File: src/vbb_pkg.sv
package vbb_pkg;

    localparam int PROJ_W    = 256;
    localparam int PROJ_H    = 256;
    localparam int FRAC      = 14;
    localparam int STORE_AW  = 16;
    localparam int STORE_D   = 1 << STORE_AW;
    localparam int QDEPTH    = 8;
    localparam int QAW       = $clog2(QDEPTH);
    // Front stages that may hold an item on its way into the queue, plus one
    // transfer being accepted.
    localparam int FRONT_INFLIGHT = 5;

    typedef enum logic [2:0] {
        REG_CXU = 3'd0,
        REG_CYU = 3'd1,
        REG_CZU = 3'd2,
        REG_CXV = 3'd3,
        REG_CYV = 3'd4,
        REG_CTX = 3'd5,
        REG_CTY = 3'd6,
        REG_CTZ = 3'd7
    } t_reg_idx;

    typedef struct packed {
        logic signed [15:0] cxu;
        logic signed [15:0] cyu;
        logic signed [15:0] czu;
        logic signed [15:0] cxv;
        logic signed [15:0] cyv;
        logic signed [11:0] ctx;
        logic signed [11:0] cty;
        logic signed [11:0] ctz;
    } t_cfg;

    typedef struct packed {
        logic                  is_vox;
        logic                  in_view;
        logic                  last_col;
        logic                  last_row;
        logic [FRAC-1:0]       xd;
        logic [FRAC-1:0]       yd;
        logic [STORE_AW-1:0]   a00;
        logic [STORE_AW-1:0]   a01;
        logic [STORE_AW-1:0]   a10;
        logic [STORE_AW-1:0]   a11;
        logic signed [15:0]    wdata;
        logic signed [31:0]    vin;
    } t_job;

endpackage

File: src/vbb_front.sv
module vbb_front (
    input  logic                 i_clk,
    input  logic                 i_rst_n,
    input  logic                 i_take,
    input  logic                 i_action,
    input  logic [15:0]          i_pixel_index,
    input  logic signed [15:0]   i_pixel_value,
    input  logic [8:0]           i_vox_x,
    input  logic [8:0]           i_vox_y,
    input  logic [8:0]           i_vox_z,
    input  logic signed [31:0]   i_voxel_in,
    input  vbb_pkg::t_cfg        i_cfg,
    output logic                 o_push,
    output vbb_pkg::t_job        o_job
);
    import vbb_pkg::*;

    localparam logic signed [31:0] U_OFF   = 32'((PROJ_W / 2 + 1) << FRAC);
    localparam logic signed [31:0] V_OFF   = 32'((PROJ_H / 2 + 1) << FRAC);
    localparam logic signed [17:0] COL_MAX = 18'(PROJ_W);
    localparam logic signed [17:0] ROW_MAX = 18'(PROJ_H);
    localparam logic [STORE_AW-1:0] W_A    = STORE_AW'(PROJ_W);

    // Stage 0: centred coordinates.
    logic                r_v0, r_act0;
    logic [15:0]         r_idx0;
    logic signed [15:0]  r_pix0;
    logic signed [31:0]  r_vin0;
    logic signed [13:0]  r_dx, r_dy, r_dz;
    // Stage 1: products.
    logic                r_v1, r_act1;
    logic [15:0]         r_idx1;
    logic signed [15:0]  r_pix1;
    logic signed [31:0]  r_vin1;
    logic signed [29:0]  r_pxu, r_pyu, r_pzu, r_pxv, r_pyv;
    // Stage 2: projected position.
    logic                r_v2, r_act2;
    logic [15:0]         r_idx2;
    logic signed [15:0]  r_pix2;
    logic signed [31:0]  r_vin2;
    logic signed [31:0]  r_u, r_v;

    logic signed [17:0]  col, row;
    logic [STORE_AW-1:0] cm1, rm1, base;
    logic                lc, lr, in_view;
    t_job                n_job;

    always_comb begin
        col     = r_u[31:FRAC];
        row     = r_v[31:FRAC];
        in_view = (col >= 18'sd1) && (row >= 18'sd1) && (col <= COL_MAX) && (row <= ROW_MAX);
        lc      = (col == COL_MAX);
        lr      = (row == ROW_MAX);
        cm1     = STORE_AW'(col - 18'sd1);
        rm1     = STORE_AW'(row - 18'sd1);
        base    = rm1 * W_A + cm1;

        n_job          = '0;
        n_job.is_vox   = r_act2;
        n_job.vin      = r_vin2;
        n_job.wdata    = r_pix2;
        n_job.in_view  = in_view;
        n_job.last_col = lc;
        n_job.last_row = lr;
        n_job.xd       = lc ? '0 : r_u[FRAC-1:0];
        n_job.yd       = lr ? '0 : r_v[FRAC-1:0];
        if (r_act2) begin
            n_job.a00 = base;
            n_job.a01 = base + STORE_AW'(1);
            n_job.a10 = base + W_A;
            n_job.a11 = base + W_A + STORE_AW'(1);
        end else begin
            n_job.a00 = r_idx2;
            n_job.a01 = r_idx2;
            n_job.a10 = r_idx2;
            n_job.a11 = r_idx2;
        end
    end

    always_ff @(posedge i_clk) begin
        if (!i_rst_n) begin
            r_v0   <= 1'b0;
            r_v1   <= 1'b0;
            r_v2   <= 1'b0;
            o_push <= 1'b0;
        end else begin
            r_v0   <= i_take;
            r_v1   <= r_v0;
            r_v2   <= r_v1;
            o_push <= r_v2;
        end

        r_act0 <= i_action;
        r_idx0 <= i_pixel_index;
        r_pix0 <= i_pixel_value;
        r_vin0 <= i_voxel_in;
        r_dx   <= $signed({5'b0, i_vox_x}) - 14'(i_cfg.ctx);
        r_dy   <= $signed({5'b0, i_vox_y}) - 14'(i_cfg.cty);
        r_dz   <= $signed({5'b0, i_vox_z}) - 14'(i_cfg.ctz);

        r_act1 <= r_act0;
        r_idx1 <= r_idx0;
        r_pix1 <= r_pix0;
        r_vin1 <= r_vin0;
        r_pxu  <= r_dx * i_cfg.cxu;
        r_pyu  <= r_dy * i_cfg.cyu;
        r_pzu  <= r_dz * i_cfg.czu;
        r_pxv  <= r_dx * i_cfg.cxv;
        r_pyv  <= r_dy * i_cfg.cyv;

        r_act2 <= r_act1;
        r_idx2 <= r_idx1;
        r_pix2 <= r_pix1;
        r_vin2 <= r_vin1;
        r_u    <= 32'(r_pxu) + 32'(r_pyu) + 32'(r_pzu) + U_OFF;
        r_v    <= 32'(r_pxv) + 32'(r_pyv) + V_OFF;

        o_job  <= n_job;
    end
endmodule

File: config.mk
export PLATFORM = sky130hd
export DESIGN_NAME = vbb_front
export DESIGN_NICKNAME = d
export VERILOG_FILES = /design/src/vbb_pkg.sv /design/src/vbb_front.sv
export SDC_FILE = /design/constraint.sdc
export NUM_CORES = 2
export LEC_CHECK = 0
export BUFFER_PORTS_ARGS = -buffer_cell sky130_fd_sc_hd__buf_2
export CAP_MARGIN = 30
export CORE_MARGIN = 2
export CORE_UTILIZATION = 63
export DETAILED_ROUTE_END_ITERATION = 10
export PLACE_DENSITY = 0.82
export SYNTH_ARGS = -nofsm -noshare
export SYNTH_HDL_FRONTEND = slang
export SYNTH_SLANG_ARGS = --single-unit
File: constraint.sdc
create_clock -name i_clk -period 11.3 [get_ports i_clk]
set_clock_uncertainty 0.15 [all_clocks]
set_input_delay 3.39 -clock i_clk [delete_from_list [all_inputs] [get_ports i_clk]]
set_output_delay 3.39 -clock i_clk [all_outputs]
set_load 0.01 [all_outputs]
# Yosys cells after proc, flatten, opt, wreduce, memory -nomap -nowiden
# Index checks and enable logic that the tools add are counted.
# Widths: inputs -> output; s select.
[word_totals]
regBits = 591
input_bits = 211
output_inout_bits = 145
word_cells = 67
[classes]
addsub = 14
multipliers = 5
magnitude_cmp = 4
eq_ne = 2
mux = 1
reduce_logical = 3
[ops]
columns = ["operator", "n"]
rows = [
  ["$mul 13x16->29", 5],
  ["$mux 64", 1],
  ["$add 29x29->30", 2],
  ["$sub 10x12->13", 3],
  ["$eq 18x10->1 const B", 2],
  ["$ge 18x2->1 const B", 2],
  ["$le 18x10->1 const B", 2],
  ["$add 16x1->16 const B", 2],
  ["$add 31x23->32 const B", 1],
  ["$add 32x23->32 const B", 1],
  ["$add 30x29->31", 1],
  ["$add 16x16->16", 1],
  ["$add 16x9->16 const B", 1],
  ["$sub 16x2->16 const B", 1],
  ["$sub 8x2->8 const B", 1],
  ["$logic_and 1x1->1", 3],
]

# Longest topological paths before layout
[logic_depth]
depth_word = 5
mapped_depth = 25
ltp_nobuf = 24

# Least setup slack after synthesis
# No wires, ideal clock.
[synth_timing]
path_kind = "input -> register"
start = "input i_cfg[77] (netlist name)"
end = "register r_pzu[26]"
setup_ns = 0.152
t_arrival_ns = 8.768
required_ns = 10.998
path_slack_ns = 2.230
stages = 20
path_buffers = 1
cell_sequence = "clkbuf_1 > and2_1 > fa_1 > inv_1 > fa_1 > inv_1 > fa_1 > fa_1 > fa_1 > ha_1 > ha_1 > o21a_1 > o21ai_0 > o31a_1 > o31ai_1 > o31a_1 > o2111ai_1 > nand2_1 > o41ai_1 > o311ai_0"
[synth_between]
elab_chain_len = 1
[synth_lines]
columns = ["element", "line", "text"]
rows = [
  ["from (decl)", "vbb_front.sv:12", "input vbb_pkg::t_cfg i_cfg,"],
  ["$mul 13x16->29", "vbb_front.sv:107", "r_pzu <= r_dz * i_cfg.czu;"],
  ["to (signal assigned)", "vbb_front.sv:107", ""],
  ["to (decl)", "vbb_front.sv:35", "logic signed [29:0] r_pxu, r_pyu, r_pzu, r_pxv, r_pyv;"],
]
# Every way passes these cells.
# A chain may end at the register's enable or synchronous reset.

# Worst setup path in the final report
# Ends and elaborated chain as after synthesis.

==> metrics <==
crit path max fanout=13; post-synth cell types=100; Initial Utilization=0.635; port buffer count=355; met3 usage=0.0403; largest net degree at the start of global routing=57; layout cell share with drive strength beyond 1=0.0913; Tmin final=8.97 ns; Fin Setup TNS=0 ns; most common cell after layout, fill and taps aside=inv_1; Inst Count DP=7197; Fin Hold WS=0.172 ns; nets=7789; detailed router's first-iteration violation count=2568; Syn Inst Count=5848; global routing's busiest layer=met2; post-synthesis sequential area ratio=0.201; Final Hold Fails=0; Top Ports=356; status=finished clean; max_slew headroom=0.290; wirelength, routed=130000 um; unrepaired setup endpoints after global routing=false; Core Area=90000 sq um; Final Cell Area=61900 sq um; Synth Cell Area=57200 sq um; Tot GR Track Use=0.290; Syn-to-layout area delta=8.37%; Clk pin slew, worst setup/hold paths=0.06 ns; Skew-Pair Late Insertion Delay=0.67 ns; wire per inst=17.7 um; Post-synth EDFFs=0; Worst Setup End Kind=flop; final worst-path cycle share=0.794; CP arrival=9.37 ns; Post-Place Cell Area=59800 sq um; Hold WC Path Type=reg -> reg; MaxCap Viol Count=0; CTS Buffer Depth=3; post-route ant nets=0; Slew Limit Fails=0; via count=40228; Synth area leaders=fa_1 (35%), dfxtp_1 (20%), ha_1 (11%); initial antenna violation count=4; Achievable Freq=0.111 GHz; grt met2 use=0.518; top-area cell type share of the netlist area=0.354; Avg Cell Area, Syn=9.77 sq um; met1 Use GR=0.345; CTS tree=yes; # rows=110; Die H=305 um; vias in the first global route=44108; cell taking the most area after synthesis=fa_1; HPWL Detailed=103000 um; hold buffer count at cts=0; CTS H-tree depth=2; Critical Path Source Type=primary input; setup violators final=0; drt first pass iters=8; routability cong.=0.896; Setup CP Type=in -> reg; Worst Tran Pin Value=1.06 ns; Synth Register Bits=575; synth warn=0; Async S/R FF share, synth=0; CTS resizes=0; total CTS buffers=61; Clock Tree Root=clkbuf_16; DR vias/cell=5.50; Overflow after GRT=0; DRC=0; DIE AREA=93200 sq um; die width=305 um; Worst EP required=11.70 ns; final std cells w/o fill=7313; ys flop type=dfxtp_1; Syn Nets=7552; clk sinks=575; post-CTS setup buffers=0; most frequent cells in the layout=inv_1 (1101), fa_1 (1010), nand2_1 (621); global-route wire length before repair=217000 um
-- stage by stage --
step,utilization,worst slack (ns)
global placement,0.664,1.93
CTS,0.688,2.39
finish,0.688,2.33
global route,0.688,1.89
floorplan,-,2.23
detailed placement,0.664,1.72
-- kinds of logic after synthesis --
kind of cell	after synthesis	share of synthesized area
xor+xnor	269	0.0422
flops	575	0.201
mux	15	0.00291
compound gates	554	0.0637
simple gates	1630	0.143
fa+ha+maj	1493	0.459
buf+inv	1312	0.0873
-- critical path, stage by stage --
cell	delay (ns)
buf_2	0.17
and2_1	0.20
fa_1	0.54
inv_1	0.05
fa_1	0.49
inv_1	0.06
fa_1	0.48
fa_1	0.56
fa_1	0.41
ha_1	0.29
ha_1	0.34
o21a_1	0.20
o21ai_0	0.37
o31a_1	0.22
o31ai_1	0.11
o31a_1	0.29
o2111ai_1	0.20
nand2_1	0.13
o41ai_1	0.58
nand3_1	0.16
o311ai_0	0.13
-- registers in the layout, summed over array words and instances (netlist names), 29 cells and up --
| register | count |
|---|---|
| o_job | 128 |
| r_u | 32 |
| r_v | 32 |
| r_vin0 | 32 |
| r_vin1 | 32 |
| r_vin2 | 32 |
| r_pxu | 29 |
| r_pxv | 29 |
| r_pyu | 29 |
| r_pyv | 29 |
| r_pzu | 29 |
-- path summary, 6_finish.rpt --
kind	startpoint	to	slack (ns)	depth (start not counted)
min	r_vin2[8]	o_job[8]	0.17	0
min reg2reg	r_vin2[8]	o_job[8]	0.17	0
max	i_cfg[77]	r_pzu[26]	2.33	21
max reg2reg	r_dx[12]	r_pxu[27]	4.01	18
-- area by class of cell --
cell class	instances	area (sq um)
well taps	1176	1470
inverters	1102	4140
multi-input cells	3961	40700
clock buffers	79	1730
repair buffers	384	2000
flip-flops and latches	575	11500
clock inverters	35	424
diodes	1	2.50
fillers	6729	28100
-- routing by layer --
layer | share of wire | routed length (um)
met3 | 0.061 | 7930
met4 | 0.054 | 7000
met2 | 0.51 | 65500
met5 | 0.00010 | 13
met1 | 0.38 | 49200
-- synthesized netlist by cell type, types with 16 or more instances --
master    number
a21o_1        55
nand2_1      621
xnor2_1      198
o21a_1        34
and2_1       464
nor2_1       214
ha_1         483
o21bai_1      21
xor2_1        66
inv_1       1101
clkbuf_1     189
a211oi_1      24
nand3_1       48
a21boi_0      19
a21oi_1      160
o21ai_0      107
nor3_1        48
fa_1        1010
buf_4         16
dfxtp_1      575
nand4_1       18
a31oi_1       16
nand2b_1      49
o211ai_1      16
nor2b_1       78
Power is left out: the tool's default activity adds up to more than one toggle a clock period on the data nets, which glitch-free logic cannot reach.
