<file path="src/vbb_pkg.sv">
package vbb_pkg;

    localparam int PROJ_W    = 256;
    localparam int PROJ_H    = 256;
    localparam int FRAC      = 14;
    localparam int STORE_AW  = 16;
    localparam int STORE_D   = 1 << STORE_AW;
    localparam int QDEPTH    = 8;
    localparam int QAW       = $clog2(QDEPTH);
    // Front stages that may hold an item on its way into the queue, plus one
    // transfer being accepted.
    localparam int FRONT_INFLIGHT = 5;

    typedef enum logic [2:0] {
        REG_CXU = 3'd0,
        REG_CYU = 3'd1,
        REG_CZU = 3'd2,
        REG_CXV = 3'd3,
        REG_CYV = 3'd4,
        REG_CTX = 3'd5,
        REG_CTY = 3'd6,
        REG_CTZ = 3'd7
    } t_reg_idx;

    typedef struct packed {
        logic signed [15:0] cxu;
        logic signed [15:0] cyu;
        logic signed [15:0] czu;
        logic signed [15:0] cxv;
        logic signed [15:0] cyv;
        logic signed [11:0] ctx;
        logic signed [11:0] cty;
        logic signed [11:0] ctz;
    } t_cfg;

    typedef struct packed {
        logic                  is_vox;
        logic                  in_view;
        logic                  last_col;
        logic                  last_row;
        logic [FRAC-1:0]       xd;
        logic [FRAC-1:0]       yd;
        logic [STORE_AW-1:0]   a00;
        logic [STORE_AW-1:0]   a01;
        logic [STORE_AW-1:0]   a10;
        logic [STORE_AW-1:0]   a11;
        logic signed [15:0]    wdata;
        logic signed [31:0]    vin;
    } t_job;

endpackage

</file>
<file path="src/vbb_queue.sv">
module vbb_queue (
    input  logic            i_clk,
    input  logic            i_rst_n,
    input  logic            i_push,
    input  vbb_pkg::t_job   i_job,
    output logic            o_valid,
    output vbb_pkg::t_job   o_job,
    output logic            o_nearly_full
);
    import vbb_pkg::*;

    t_job           r_q [QDEPTH];
    logic [QAW-1:0] r_wp, r_rp;
    logic [QAW:0]   r_cnt;

    // The back end drains one entry every cycle, so an entry leaves whenever
    // there is one.
    assign o_valid       = (r_cnt != '0);
    assign o_job         = r_q[r_rp];
    assign o_nearly_full = (r_cnt > (QAW + 1)'(QDEPTH - FRONT_INFLIGHT));

    always_ff @(posedge i_clk) begin
        if (!i_rst_n) begin
            r_wp  <= '0;
            r_rp  <= '0;
            r_cnt <= '0;
        end else begin
            if (i_push) begin
                r_wp <= r_wp + QAW'(1);
            end
            if (o_valid) begin
                r_rp <= r_rp + QAW'(1);
            end
            r_cnt <= r_cnt + (QAW + 1)'(i_push) - (QAW + 1)'(o_valid);
        end
        if (i_push) begin
            r_q[r_wp] <= i_job;
        end
    end
endmodule

</file>
<file path="config.mk">
export PLATFORM = sky130hd
export DESIGN_NAME = vbb_queue
export DESIGN_NICKNAME = d
export VERILOG_FILES = /design/src/vbb_pkg.sv /design/src/vbb_queue.sv
export SDC_FILE = /design/constraint.sdc
export NUM_CORES = 1
export LEC_CHECK = 0
export BUFFER_PORTS_ARGS = -buffer_cell sky130_fd_sc_hd__buf_2
export CAP_MARGIN = 20
export CORE_MARGIN = 2
export CORE_UTILIZATION = 30
export CTS_CLUSTER_DIAMETER = 150
export DETAILED_ROUTE_END_ITERATION = 6
export PLACE_DENSITY = 0.49
export SLEW_MARGIN = 20
export SYNTH_ARGS = -nofsm -noshare
export SYNTH_HDL_FRONTEND = slang
export SYNTH_SLANG_ARGS = --single-unit
</file>
<file path="constraint.sdc">
create_clock -name i_clk -period 21 [get_ports i_clk]
set_input_delay 2.1 -clock i_clk [delete_from_list [all_inputs] [get_ports i_clk]]
set_output_delay 2.1 -clock i_clk [all_outputs]
set_load 0.005 [all_outputs]
</file>
After elaboration in Yosys (flattened, before gate mapping). Memories as Yosys holds them, arrays and structs flattened. A register that Yosys moved wholly into a read port is not among the register bits. Index checks and enable logic that the tools add are counted. W data, S select, Z words.

Register bits: 10. Bits in latches: 0. Memory bits (writable): 1152. Memory bits (read-only): 0. Input bits: 147. Output and inout port bits: 146. Logic and storage cells: 14. Memories kept: 1.

Memory list: r_q (depth 8, width 144, rd ports 1, clocked after Yosys merged registers in 1, wr ports 1, RTL line vbb_queue.sv:12) `t_job r_q [QDEPTH];`.

Add/subtract/negate cells: 4. Multipliers: 0. Div/mod/pow operators: 0. Order comparisons: 1. Equality and inequality tests: 0. Shift-type cells: 0. Multiplexer cells: 4. Bitwise gates (word level): 0. Reduce and logical (&&, ||, !) cells: 1.

Operator list (count): $add A3 B1 Y3 const B (2); $mux W3 (2); $add A4 B1 Y4 (1); $gt A4 B2 Y1 const B (1); $reduce_bool A4 Y1 (1); $sub A4 B1 Y4 (1); $mux W1 (2).

Depth between registers and ports, before layout. Gate-level depths: netlist of run 1.

Depth in word-level cells: 3. Gate-level depth with buffers: 11. Depth with buffers taken out: 11.

Least setup slack after synthesis of run 1. OpenSTA, ideal clock, no wires.

Path kind: input port to flip-flop. Start point: input port i_push. End point: memory r_q[0][0] in the netlist's numbering (enable). Library setup time: 0.824 ns. Arrival: 11.906 ns. Required time: 20.176 ns. Setup slack: 8.270 ns. Stages: 2. Path buffers: 0. Cells stage by stage: nand2b_1 > nor3_1.

Longest elaborated chain between the ends: 2.

RTL lines: start: declaration (RTL line vbb_queue.sv:4) `input logic i_push,`; $mux W1 (RTL line vbb_queue.sv:36) `if (i_push) begin`; $mux W1 (implied by the code) (RTL line vbb_queue.sv:37) `r_q[r_wp] <= i_job;`; end: declaration (RTL line vbb_queue.sv:12).

Every way passes these cells.

==> results of run 1 <==
## sequential cells by signal, indices dropped and copies added, names as in the netlist, named ones only
name	flops
r_cnt	4
r_q	1152
r_wp	3
r_rp	3
## layout by cell type, fill, tap and decap left out, types with 2 or more instances in the layout
cell / count
mux2_2: 144
clkinv_8: 4
inv_6: 7
buf_12: 2
clkbuf_16: 131
mux4_2: 288
inv_1: 10
edfxtp_1: 1152
xnor2_1: 3
bufinv_16: 15
mux2i_1: 3
nand2_1: 4
clkbuf_1: 19
clkinvlp_4: 6
nor2b_1: 3
nor2_4: 6
dfxtp_1: 10
clkinv_1: 23
diode_2: 9
buf_2: 292
buf_4: 39
nor3_2: 2
ha_1: 7
dfxtp_4: 3
and2_1: 6
clkinv_4: 2
clkinv_2: 21
nand2b_1: 4
## cell families (layout without fill, tap and decap cells)
logic type                 after synthesis  after routing  synth area share
buffers and inverters                   91            572           0.01264
AOI/OAI and AO/OA                        4              4         0.0005705
adders and majority gates                8              8          0.002453
xor gates and xnor gates                 4              4         0.0007990
and+or+nand+nor                         27             27          0.003252
other                                    0              9                 0
DFF                                   1165           1165            0.7947
muxes                                  435            435            0.1856
## per-stage QoR
stage | worst slack [ns] | utilization
floorplan | 8.270 | -
global placement | 15.19 | 0.3274
detailed placement | 15.16 | 0.3274
CTS | 14.31 | 0.3563
global route | 14.11 | 0.3563
finish | 14.46 | 0.3564
## final timing paths
| path | slack, ns | startpoint | depth (start not counted) | end |
|---|---|---|---|---|
| max | 14.46 | register | 5 | o_job[9] |
| min | 0.52 | r_rp[2] | 2 | register |
| max reg2reg | 17.75 | r_wp[2] | 4 | r_q[2][117] |
| min reg2reg | 0.52 | r_rp[2] | 2 | register |
## cell type report
type                    instances  area share
clock inverters                79     0.01642
clock buffers                 150     0.06464
repair buffers                333     0.03462
multi-input cells             478      0.1641
flip-flops and latches       1165      0.6728
inverters                      10   0.0007243
well taps                    1917     0.04629
diodes                          9   0.0004346
## routing by layer
layer	GRT usage	vias to the layer above	part of all wire
li1	-	8256	-
met5	0	-	0.0017
met2	0.2223	445	0.49
met4	0.04414	28	0.026
met1	0.1635	10426	0.41
met3	0.04105	186	0.064
## power breakdown
group          total, mW  switching [mW]  internal (mW)  leakage (nW)
logic               1.14           0.539          0.599          3.61
registers           2.68          0.0553           2.63          10.6
clock network       2.24           0.904           1.33          2.05
## worst max-delay path, cell delays in order (launching register included)
cell and delay, ns:
dfxtp_4 0.92, buf_4 0.88, buf_4 0.81, mux4_2 0.42, mux2_2 0.33, buf_2 0.14
==> results.json, run 1 <==
{
  "die_w_um": 386.3,
  "antenna_left": 0,
  "setup_viol": 0,
  "ios": 293,
  "min_path_type": "reg -> reg",
  "outcome": "finished, final reports clean",
  "finalHoldViolCount": 0,
  "worstSkewPairLatency_ns": 0.75,
  "ys_seq_area_frac": 0.7947,
  "areaGrowthSynthToFinish_pct": 18.16,
  "required_ns": 18.90,
  "finalClockSkew_ns": 0.03283,
  "tns_ns": 0,
  "grt_pass1_wl_um": 142900,
  "synthArstFlopShare": 0,
  "p_leak_nw": 16.22,
  "placed_area_um2": 47600,
  "yosys_register_bits": 1165,
  "vias_per_cell": 4.671,
  "yosys-top-cells-count": "edfxtp_1, mux4_2, mux2_2, clkbuf_1, buf_6",
  "syn-mean-instance-area_um2": 25.29,
  "period_share": 0.3113,
  "dp_hpwl_um": 52910,
  "ir_drop_uv": 81.58,
  "yosys-top-cells-area": "edfxtp_1, mux4_2, mux2_2",
  "final_area_um2": 51820,
  "core_um2": 145400,
  "final_cells": 4141,
  "critPathKind": "reg -> out",
  "worstSetupStartpointType": "register",
  "cts_root_buf": "clkbuf_16",
  "wl_per_cell_um": 24.04,
  "syn_area_um2": 43860,
  "crit_arrival_ns": 4.44,
  "grtUsageTotal": 0.1329,
  "drt_iter0_drc": 1166,
  "cts_tree": "done",
  "cts_resized": 0,
  "die_h_um": 386.3,
  "totalPowerFinal_mw": 6.053,
  "multi_input_area_um2": 8503,
  "antenna_found_initial": 25,
  "die-area_um2": 149300,
  "numPortBuffers": 292,
  "rows": 140,
  "post-cts-setup-buffers": 0,
  "p_per_area_nw_per_um2": 116.8,
  "slew_headroom": 0.2930,
  "ys_warn_count": 0,
  "regArea_um2": 34860,
  "h-tree-depth": 4,
  "grt_overflow": 0,
  "hold_buffers": 0,
  "maxCapViolCount": 0,
  "synth_top_area_share": 0.7888,
  "rsz0062_at_grt": "no",
  "clk_pin_slew_ns": 0.06,
  "max_freq_ghz": 0.1530,
  "num_vias": 19341,
  "synth_cells": 1734,
  "start_util": 0.3016,
  "hold_ws_ns": 0.5169,
  "drcViolationCount": 0,
  "post-place-cells": 3903,
  "fillCellCount": 13321,
  "ys.flop_type": "edfxtp_1",
  "yosys.area.top_type": "edfxtp_1",
  "grt_max_degree": 101,
  "ys_types": 26,
  "firstDrtPassIters": 6,
  "syn_nets": 1889,
  "slew_violations": 0,
  "fin_crit_ns": 6.536,
  "cp-end-kind": "output pin",
  "nNetsFinal": 2274,
  "clock-sinks": 1165,
  "drive_above_1_share": 0.4348,
  "cts_buffer_depth": 3,
  "numCtsBuffers": 131,
  "worst_pin_slew_ns": 1.060,
  "synth_edf_count": 1152,
  "place.gp.congestion": 0.6931,
  "synth.most_common_cell": "edfxtp_1",
  "critical_path.max_fanout": 65,
  "first_global_vias": 21219,
  "drt_wl_total_um": 99550
}
Note: power is estimated with default switching activity, not from simulation.
==> inputs of run 2 (changes only) <==
Clock period 21 ns to 6.35 ns, I/O delays scaled along.
==> run 2 against run 1 <==
Global-route usage is 0.26 points lower. Clock skew is 0.0068 ns lower. Count of clock-buffer cells in the layout is 1 higher. Critical endpoint is now o_job[113].
==> results.json, run 2 (synthesis results as in run 1) <==
{
  "outcome": "finished, final reports clean",
  "drt_wl_total_um": 97610,
  "antenna_found_initial": 29,
  "rsz0062_at_grt": "no",
  "largest_reg_flops": 1152,
  "h-tree-depth": 3,
  "finalHoldViolCount": 0,
  "dp_slack_ns": 2.934,
  "cts_buffer_depth": 3,
  "fillCellCount": 13394,
  "dp_hpwl_um": 50140,
  "first_global_vias": 21117,
  "crit_arrival_ns": 3.39,
  "post-place-cells": 3899,
  "cts_resized": 0,
  "final_cells": 4122,
  "vias_per_cell": 4.639,
  "rows": 140,
  "post-cts-setup-buffers": 0,
  "period_share": 0.6335,
  "clock-sinks": 1165,
  "finalClockSkew_ns": 0.02604,
  "setup_viol": 0,
  "slew_headroom": 0.3383,
  "final_cell_mix": "edfxtp_1, buf_2, mux4_2, mux2_2, clkbuf_16",
  "cts_tree": "done",
  "core_um2": 145400,
  "die_w_um": 386.3,
  "firstDrtPassIters": 4,
  "cts_root_buf": "clkbuf_16",
  "ir_drop_uv": 252.3,
  "placed_area_um2": 47720,
  "final_common_cell": "edfxtp_1",
  "p_leak_nw": 16.00,
  "largestRegisters": "r_q x1152, r_cnt x4",
  "num_vias": 19121,
  "antenna_left": 0,
  "areaGrowthSynthToFinish_pct": 17.38,
  "critical_path.max_fanout": 70,
  "max_freq_ghz": 0.2486,
  "grtUsageMet1": 0.1688,
  "final_area_um2": 51480,
  "grt_overflow": 0,
  "ios": 293,
  "numPortBuffers": 292,
  "place.gp.congestion": 0.6957,
  "drcViolationCount": 0,
  "drive_above_1_share": 0.4232,
  "largest-register": "r_q",
  "grt_max_degree": 116,
  "grtUsageTotal": 0.1303,
  "slew_violations": 0,
  "die_h_um": 386.3,
  "clk_pin_slew_ns": 0.06,
  "grt_busiest_layer": "met2",
  "use_met2": 0.2127,
  "die-area_um2": 149300,
  "hold_ws_ns": 0.1765,
  "p_per_area_nw_per_um2": 374.8,
  "critPathKind": "reg -> out",
  "grt_pass1_wl_um": 141400,
  "start_util": 0.3016,
  "numCtsBuffers": 121,
  "nNetsFinal": 2260,
  "worstSetupStartpointType": "register",
  "fin_crit_ns": 4.023,
  "required_ns": 5.71,
  "cp-end-kind": "output pin",
  "min_path_type": "in -> reg",
  "wl_per_cell_um": 23.68,
  "worstSkewPairLatency_ns": 0.72,
  "hold_buffers": 0,
  "worst_slack_ns": 2.327,
  "rrSetupSlack_ns": 3.65,
  "maxCapViolCount": 0,
  "worst_pin_slew_ns": 0.9925,
  "drt_iter0_drc": 1370,
  "use_met3": 0.03747
}
[run 2: cell types whose count changed in the layout (fill, tap and decap cells not counted), moves of 4 or more]
cell / delta
inv_6: -4
clkbuf_16: -9
clkinv_1: +7
buf_4: -15
diode_2: -4
buf_12: +11
clkbuf_1: +10
bufinv_16: -6
[run 2: final timing paths]
path | cells past startpoint | end | startpoint
max | 4 | o_job[113] | register
min | 1 | r_q[3][60] | i_job[60]
max reg2reg | 4 | r_q[0][113] | r_wp[2]
min reg2reg | 2 | register | r_rp[2]
[run 2: layer usage]
metal	part of all wire	wire [um]
met5	0.0025	245
met1	0.43	42170
met3	0.062	6066
met2	0.48	47130
met4	0.020	1996
[run 2: cell type report]
cell class	count	area, um2	area share
multi-input cells	478	8516	0.1654
clock inverters	67	584.3	0.01135
clock buffers	151	3162	0.06142
inverters	10	37.54	0.0007292
diodes	5	12.51	0.0002431
repair buffers	329	1902	0.03695
well taps	1917	2399	0.04659
flip-flops and latches	1165	34860	0.6773
[run 2: worst max-delay path: stages (launching register included)]
cell and delay [ns]:
dfxtp_4 0.97, buf_12 0.50, mux4_2 0.58, mux2_2 0.27
buf_2 0.15
[run 2: report_power, final]
part	switching [mW]	internal (mW)	total, mW
Sequential	0.166	8.68	8.85
Combinational	1.78	2.00	3.78
Clock	2.80	3.86	6.66
[run 2: stage by stage]
stage	utilization	TNS [ns]	power [mW]
2_1_floorplan	-	-893.35	11.58
3_3_place_gp	0.3282	0	12.88
3_5_place_dp	0.3282	0	12.93
4_1_cts	0.3540	0	19.68
5_1_grt	0.3540	0	20.19
6_report	0.3541	0	19.29
